==> config.mk <==
export PLATFORM = sky130hd
export DESIGN_NAME = swvc_ctrl
export DESIGN_NICKNAME = d
export VERILOG_FILES = /design/src/sv/segment_weighted_vote_classifier_top_assert.svh /design/src/sv/swvc_pkg.sv /design/src/sv/swvc_ctrl.sv
export SDC_FILE = /design/constraint.sdc
export NUM_CORES = 1
export LEC_CHECK = 0
export CORE_AREA = 2 2 39 41
export DETAILED_ROUTE_END_ITERATION = 10
export DIE_AREA = 0 0 41 43
export DONT_BUFFER_PORTS = 1
export PLACE_DENSITY = 0.3
export SLEW_MARGIN = 20
export SYNTH_ARGS = -nofsm -noshare
export SYNTH_HDL_FRONTEND = slang
export SYNTH_SLANG_ARGS = --single-unit
==> constraint.sdc <==
create_clock -name clk_i -period 1.6 [get_ports clk_i]
set_input_delay 0.08 -clock clk_i [delete_from_list [all_inputs] [get_ports clk_i]]
set_output_delay 0.08 -clock clk_i [all_outputs]
set_load 0.02 [all_outputs]
==> src/sv/segment_weighted_vote_classifier_top_assert.svh <==
// Assertion macros for the segment weighted vote classifier.
`ifndef SEGMENT_WEIGHTED_VOTE_CLASSIFIER_TOP_ASSERT_SVH
`define SEGMENT_WEIGHTED_VOTE_CLASSIFIER_TOP_ASSERT_SVH

`ifndef SYNTHESIS
// Clocked property, ignored while reset is asserted.
`define SWVC_ASSERT(label, prop, msg) \
  label: assert property (@(posedge clk_i) disable iff (!rst_ni) (prop)) else $error(msg);
// Condition that must never hold at a clock edge.
`define SWVC_ASSERT_NEVER(label, cond, msg) \
  label: assert property (@(posedge clk_i) disable iff (!rst_ni) !(cond)) else $error(msg);
`else
`define SWVC_ASSERT(label, prop, msg)
`define SWVC_ASSERT_NEVER(label, cond, msg)
`endif

`endif

==> src/sv/swvc_pkg.sv <==
// Shared types, constants and codes of the segment weighted vote classifier.
package swvc_pkg;

  // Storage sizes
  localparam int MAX_ROWS     = 1024;
  localparam int MAX_SEGMENTS = 1024;
  localparam int ROW_AW       = (MAX_ROWS > 1) ? $clog2(MAX_ROWS) : 1;
  localparam int SEG_AW       = (MAX_SEGMENTS > 1) ? $clog2(MAX_SEGMENTS) : 1;
  localparam int CNT_W        = $clog2(MAX_SEGMENTS + 1);

  // Field widths
  localparam int WEIGHT_W = 24;
  localparam int SUM_W    = 48;
  localparam int COUNT_W  = 23;
  localparam int ACTIVE_W = 11;

  localparam logic [COUNT_W-1:0]  COUNT_MAX      = {COUNT_W{1'b1}};
  localparam logic [ACTIVE_W-1:0] ACTIVE_SEG_RST = ACTIVE_W'(1024);

  // Configuration port
  localparam int APB_AW = 2;
  localparam int APB_DW = 32;
  localparam logic [APB_AW-1:0] ADDR_ACTIVE_SEGMENTS = 2'd0;

  typedef enum logic [1:0] {
    OP_CLEAR    = 2'd0,
    OP_LOAD     = 2'd1,
    OP_PIXEL    = 2'd2,
    OP_CLASSIFY = 2'd3
  } opcode_e;

  typedef enum logic [1:0] {
    CLS_SKY      = 2'd0,
    CLS_GROUND   = 2'd1,
    CLS_VERTICAL = 2'd2,
    CLS_EMPTY    = 2'd3
  } class_e;

  typedef enum logic [2:0] {
    ST_INIT,
    ST_IDLE,
    ST_CLEAR,
    ST_PIXEL,
    ST_CLASSIFY
  } ctrl_state_e;

  typedef struct packed {
    opcode_e                    opcode;
    logic [9:0]                 row_index;
    logic [9:0]                 segment_label;
    logic signed [WEIGHT_W-1:0] sky_weight;
    logic signed [WEIGHT_W-1:0] ground_weight;
    logic signed [WEIGHT_W-1:0] vertical_weight;
  } item_t;

  typedef struct packed {
    class_e     segment_class;
    logic [9:0] segment_id;
  } result_t;

  typedef struct packed {
    logic signed [WEIGHT_W-1:0] sky;
    logic signed [WEIGHT_W-1:0] ground;
    logic signed [WEIGHT_W-1:0] vertical;
  } row_entry_t;

  typedef struct packed {
    logic signed [SUM_W-1:0] sky_sum;
    logic signed [SUM_W-1:0] ground_sum;
    logic signed [SUM_W-1:0] vertical_sum;
    logic [COUNT_W-1:0]      count;
  } acc_entry_t;

  // Controller to datapath
  typedef struct packed {
    logic capture;     // latch the accepted item
    logic row_we;      // write row weights from the input item
    logic cnt_clr;     // restart the sweep counter
    logic acc_clr_we;  // zero the accumulator entry at the sweep counter
    logic acc_pix_we;  // write back the updated pixel accumulators
    logic res_cap;     // register the classification result
  } ctrl_cmd_t;

  // Datapath to controller
  typedef struct packed {
    logic last_all;     // sweep counter at the final segment
    logic last_active;  // sweep counter at the final active segment
    logic bound_zero;   // no active segments to clear
  } ctrl_status_t;

endpackage

==> src/sv/swvc_ctrl.sv <==
// Controller state machine: sequences init sweep, clear, load, pixel and classify.
module swvc_ctrl (
  input  logic                   clk_i,
  input  logic                   rst_ni,
  input  logic                   start_i,
  input  swvc_pkg::opcode_e      opcode_i,
  input  swvc_pkg::ctrl_status_t status_i,
  output swvc_pkg::ctrl_cmd_t    cmd_o,
  output logic                   busy_o
);
  import swvc_pkg::*;

  ctrl_state_e state_q, state_d;

  // State register; reset starts the accumulator clearing pass
  always_ff @(posedge clk_i or negedge rst_ni) begin
    if (!rst_ni) begin
      state_q <= ST_INIT;
    end else begin
      state_q <= state_d;
    end
  end

  // Next state and commands
  always_comb begin
    state_d = state_q;
    cmd_o   = '0;
    case (state_q)
      ST_INIT: begin
        cmd_o.acc_clr_we = 1'b1;
        if (status_i.last_all) begin
          state_d = ST_IDLE;
        end
      end
      ST_IDLE: begin
        if (start_i) begin
          cmd_o.capture = 1'b1;
          case (opcode_i)
            OP_CLEAR: begin
              cmd_o.cnt_clr = 1'b1;
              if (!status_i.bound_zero) begin
                state_d = ST_CLEAR;
              end
            end
            OP_LOAD: begin
              cmd_o.row_we = 1'b1;
            end
            OP_PIXEL: begin
              state_d = ST_PIXEL;
            end
            OP_CLASSIFY: begin
              state_d = ST_CLASSIFY;
            end
            default: begin
              state_d = ST_IDLE;
            end
          endcase
        end
      end
      ST_CLEAR: begin
        cmd_o.acc_clr_we = 1'b1;
        if (status_i.last_active) begin
          state_d = ST_IDLE;
        end
      end
      ST_PIXEL: begin
        cmd_o.acc_pix_we = 1'b1;
        state_d          = ST_IDLE;
      end
      ST_CLASSIFY: begin
        cmd_o.res_cap = 1'b1;
        state_d       = ST_IDLE;
      end
      default: begin
        state_d = ST_IDLE;
      end
    endcase
  end

  assign busy_o = (state_q != ST_IDLE);

endmodule

======== Yosys cells after proc, flatten, opt, wreduce, memory -nomap -nowiden ========
Index checks and enable logic that the tools add are counted.
word-level totals
  output and inout bits ................... 7
  logic and storage cells ................. 31
  register bits ........................... 3
  input port bits ......................... 8
operators by class
  equality and inequality tests ........... 13
  reductions and logical operators ........ 4
  multiplexer cells ....................... 13
operator list
  cell                                                              number
  3-bit 2-to-1 mux                                                  6
  3-bit one-hot mux with 3 select lines                             2
  3-bit by 2-bit == test with 1-bit output (second input constant)  2
  2-bit != test (second input constant)                             3
  1-bit 2-to-1 mux                                                  5
  5-bit AND reduction                                               1
  2-bit == test (second input constant)                             2
  4-bit by 1-bit != test with 1-bit output (second input constant)  1
  3-bit by 1-bit == test with 1-bit output (second input constant)  1
  3-bit == test (second input constant)                             1
  3-bit zero test                                                   1
  3-bit by 1-bit != test with 1-bit output (second input constant)  1
  3-bit != test (second input constant)                             1
  2-bit by 1-bit == test with 1-bit output (second input constant)  1
  2-bit zero test                                                   1
  2-bit OR reduction                                                1

======== Longest topological paths before layout ========
  depth in word-level cells ............... 4
  depth in mapped cells ................... 4
  mapped depth without buffers ............ 4

======== Least setup slack after synthesis ========
OpenSTA, ideal clock, no wires.
  kind .................................... register to register
  start point ............................. reg state_q[2]
  end point ............................... reg state_q[0]
  data required time ...................... 1.469 ns
  cell stages (with the launch flop) ...... 4
  arrival ................................. 1.264 ns
  period minus slack after synthesis ...... 1.395 ns
  path slack .............................. 0.205 ns
  path buffers ............................ 0
  setup time .............................. 0.131 ns
  cell sequence ........................... dfrtp_1 > nor2_1 > a22oi_1 > or3_1
between the ends
  cells in the longest elaborated chain, start to end .. 3
  elaborated cells on any way between the ends .. 10
  classes of those cells .................. 7 x eq/ne; 1 x mux; 2 x reduce/logical
ends and longest elaborated chain
  element                                                                                  line             source
  start: declaration                                                                       swvc_ctrl.sv:13  ctrl_state_e state_q, state_d;
  start signal: assignment                                                                 swvc_ctrl.sv:20  state_q <= state_d;
  3-bit by 1-bit == test with 1-bit output, or another cell as far along                   swvc_ctrl.sv:28  case (state_q)
  4-bit by 1-bit != test with 1-bit output (no source line), or another cell as far along  --
  5-bit AND reduction (no source line)                                                     --
Parallel ways exist; a longest one is shown, timed or not.
A chain may end at the register's enable or synchronous reset.

==> impl_summary.md <==
Synthesis
Counting flops and latches in the post-synthesis netlist gives 3. The count of unique library cells instantiated by Yosys is 15. The average instance in the mapped netlist occupies around 8.5 sq um. The synthesized-area fraction occupied by adder cells is 0%. The combined area of all synthesized cells is 203.9 sq um. Summing the sequential cell areas from Yosys gives approximately 37% of the chip area. The synthesized-area fraction occupied by xor and xnor cells is 0%. The synthesized-area fraction occupied by ao, oa, aoi and oai cells is between 7 and 8%. The total of warnings raised by yosys is 0. Counting every net in the synthesized netlist gives 32. Measured against the total synthesized area, the mux share comes to roughly 4.9%.

The synthesized-area fraction occupied by and/or/nand/nor cells is between 40% and 50%. By area, the combinational part of the netlist is dominated by simple AND/OR/NAND/NOR gates. The number of standard cells after synthesis is 24.

Global route
Summed over all layers, the global routing overflow is 0. The number of global-route vias before repair is roughly 210. The pin count of the biggest net entering global routing is 7.

The number of antenna violations at the first check in global routing came to 0. The first global-routing pass estimated 752 um of wire. The overall routing resource usage is 7.351%.

Pwr
The static leakage is about 0.15 nW. In this run the power density over the cells is ~1400 mW/mm^2. The largest voltage drop on the vdd net is ~0.32 mV.

Worst setup path
For the worst setup path, the data required time is 1.52 ns. Data on the critical path arrives at its endpoint at 1.41 ns. The beginning of the worst register-to-register path is state_q[0]$_DFFE_PN0P_. The number of cell instances on the worst register-to-register path is 4. The startpoint kind of the worst setup timing path is a flip-flop. The sort of element at the end of the critical path is an output pin. The worst setup path startpoint is state_q[1]$_DFFE_PN0P_.

The type of the setup path with the least slack is flip-flop to output pin. The highest fanout seen on the critical path is 5.

Floorplan
The area enclosed by the die boundary is about 0.0018 sq mm. The starting utilization of the core area is between 10% and 20%. The die extent in y is between 40 and 50 um. The die outline width is around 41 um. The floorplan has 14 rows.

The placeable core region is approximately 0.0014 sq mm. The total I/O pin count is 15.

Cells and area
The register with the most flip-flops in the layout has 3 of them. The final instance count without filler cells is 51. After the last flow step, the layout net total stands at 44. From synthesis to final layout, the design area changed by 58.90%. The fraction of layout cells with a size suffix above 1 is between 30% and 40%. The register with the most flip-flops in the final layout is state_q. In the layout the commonest cells are 4 x sky130_fd_sc_hd__nor2_1, 4 x sky130_fd_sc_hd__buf_4, 3 x sky130_fd_sc_hd__clkbuf_4, 3 x sky130_fd_sc_hd__dlygate4sd3_1, 3 x sky130_fd_sc_hd__dfrtp_1.

The antenna diode count is 0. The largest registers in the layout are state_q: 3 flops.

Detailed routing
The sum of met3 wire segment lengths after detailed routing is ~70 um. For this block, the routed nets add up to between 500 and 600 um of wire. In this run, the number of DRC markers left after iteration 0 of detailed routing was 4. The first-pass detailed-route iteration total is 2. Wire segments on met2 add up to 238 um in the final route.

The remaining routing DRC violations is 0. The routed metal-1 wire length is around 200 um. The uppermost layer routed is met3. After detailed routing, the average wire length per cell comes to 10.10 um.

The detailed router placed roughly 210 vias in this run. After detailed routing, the number of vias per cell comes to between 4 and 5. The antenna violation net count after detailed routing is 0.

STA
The final max-slew violation count is 0. For the pin with the worst max-slew slack, the measured transition is between 0.2 and 0.25 ns. Final hold analysis gives a worst-case slack of approximately 0.033 ns. Counting I/O delays and the setup requirement, the final critical path takes about 1.5 ns. The highest clock rate is 0.6716 GHz. The worst pin sits at a relative slew slack of 84.85%.

The final total negative setup slack is 0 ns. Setup repair after global routing left no endpoint under its margin. The final hold violation count is 0. The final-report setup violation count is 0. The final worst clock skew is between 0.001 and 0.0015 ns. The worst path uses between 90 and 100% of the clock period.

CTS
CTS saw 3 sinks. For the worst-skew pair, the clock arrives at the later sink with an insertion delay of 0.23 ns. The clock slew seen by the registers of the worst setup and hold paths is 0.04 ns.

The maximum level of the CTS H-tree is 1. TritonCTS built the clock tree. The deepest clock path buffer count is 2.

The root cell of the clock tree is sky130_fd_sc_hd__clkbuf_4. The total CTS buffers is 3.

Placed design
The count of input and output buffers is 0. After legalization and detailed placement, the total HPWL measured between 300 and 400 um. Routability-driven placement finished with a final weighted congestion of 0.6774. After detailed placement, the design holds a cell count of 44.

Status
The flow ran to the end, and the final reports show no timing, DRC or antenna violations.

Worst hold path
The hold path startpoint is start_i. The worst hold path passes through 2 cells. The worst hold path belongs to the class input port to flip-flop.

Job
The count of max-cap constraint violations is 0.
-- power breakdown --
part / switching [mW] / leakage, nW / internal [mW]
Combinational: 0.119 / 0.0952 / 0.0837
Clock: 0.0405 / 0.0150 / 0.0935
Sequential: 0.0228 / 0.0376 / 0.0939
Total: 0.182 / 0.148 / 0.271
-- logic make-up after synthesis --
kind of cell	after synthesis
compound gates	2
flops	3
buf+inv	2
mux	1
simple gates	16
-- cell type report --
| class | count | area (sq um) |
|---|---|---|
| Fill cell | 162 | 1060 |
| Multi-Input combinational cell | 19 | 135.1 |
| Sequential cell | 3 | 75.07 |
| Timing Repair Buffer | 7 | 60.06 |
| Clock buffer | 4 | 26.28 |
| Tap cell | 16 | 20.02 |
| Inverter | 2 | 7.507 |
-- routing by layer --
metal	vias up	global-route usage, %
met5	-	0
met4	0	12.00
met3	0	3.665
met2	11	7.500
met1	92	7.792
li1	106	-
-- final timing paths --
kind	endpoint	slack [ns]
min	state_q[2]$_DFFE_PN0P_	0.03
min reg2reg	state_q[2]$_DFFE_PN0P_	0.69
max in group asynchronous	state_q[2]$_DFFE_PN0P_	1.36
max reg2reg	state_q[0]$_DFFE_PN0P_	0.29
max	cmd_o[4]	0.11
min in group asynchronous	state_q[1]$_DFFE_PN0P_	0.10
-- Yosys cell counts --
master | count | area share (%)
sky130_fd_sc_hd__nor2_1 | 4 | 7.4
sky130_fd_sc_hd__dfrtp_1 | 3 | 37
sky130_fd_sc_hd__inv_1 | 2 | 3.7
sky130_fd_sc_hd__nand2_1 | 2 | 3.7
sky130_fd_sc_hd__nor3_1 | 2 | 4.9
sky130_fd_sc_hd__nor3b_1 | 2 | 7.4
sky130_fd_sc_hd__a22oi_1 | 1 | 3.7
sky130_fd_sc_hd__and3b_2 | 1 | 4.9
sky130_fd_sc_hd__mux2i_1 | 1 | 4.9
sky130_fd_sc_hd__nand2b_1 | 1 | 3.1
sky130_fd_sc_hd__nand3b_1 | 1 | 3.7
sky130_fd_sc_hd__nor2b_1 | 1 | 3.1
sky130_fd_sc_hd__nor3b_2 | 1 | 6.1
sky130_fd_sc_hd__o31ai_1 | 1 | 3.7
sky130_fd_sc_hd__or3_1 | 1 | 3.1
-- per-stage QoR --
stage | area, sq um | util (%) | power, mW | setup WS, ns
3_3_place_gp | 254.0 | 18.35 | 0.2949 | 0.2994
2_1_floorplan | 203.9 | - | 0.2503 | 0.2045
6_report | 324.1 | 23.42 | 0.4534 | 0.1110
3_5_place_dp | 254.0 | 18.35 | 0.2963 | 0.2878
5_1_grt | 324.1 | 23.42 | 0.4825 | 0.01844
4_1_cts | 310.3 | 22.42 | 0.4416 | 0.02270
-- timing repair --
| item | in CTS | in global routing |
|---|---|---|
| hold buffers | 3 | 0 |
| resized for setup | 0 | 3 |
| endpoints found under the hold margin | 5 | 0 |
| buffers inserted | 0 | 0 |
| setup endpoints to repair | 0 | 2 |
-- critical path, stage by stage (launching register included) --
cell	delay (ns)
sky130_fd_sc_hd__dfrtp_1	0.44
sky130_fd_sc_hd__nor3b_4	0.26
sky130_fd_sc_hd__nand2_2	0.12
sky130_fd_sc_hd__nor3b_2	0.18
sky130_fd_sc_hd__buf_4	0.16
No activity file was read; power rests on OpenSTA's default activity.
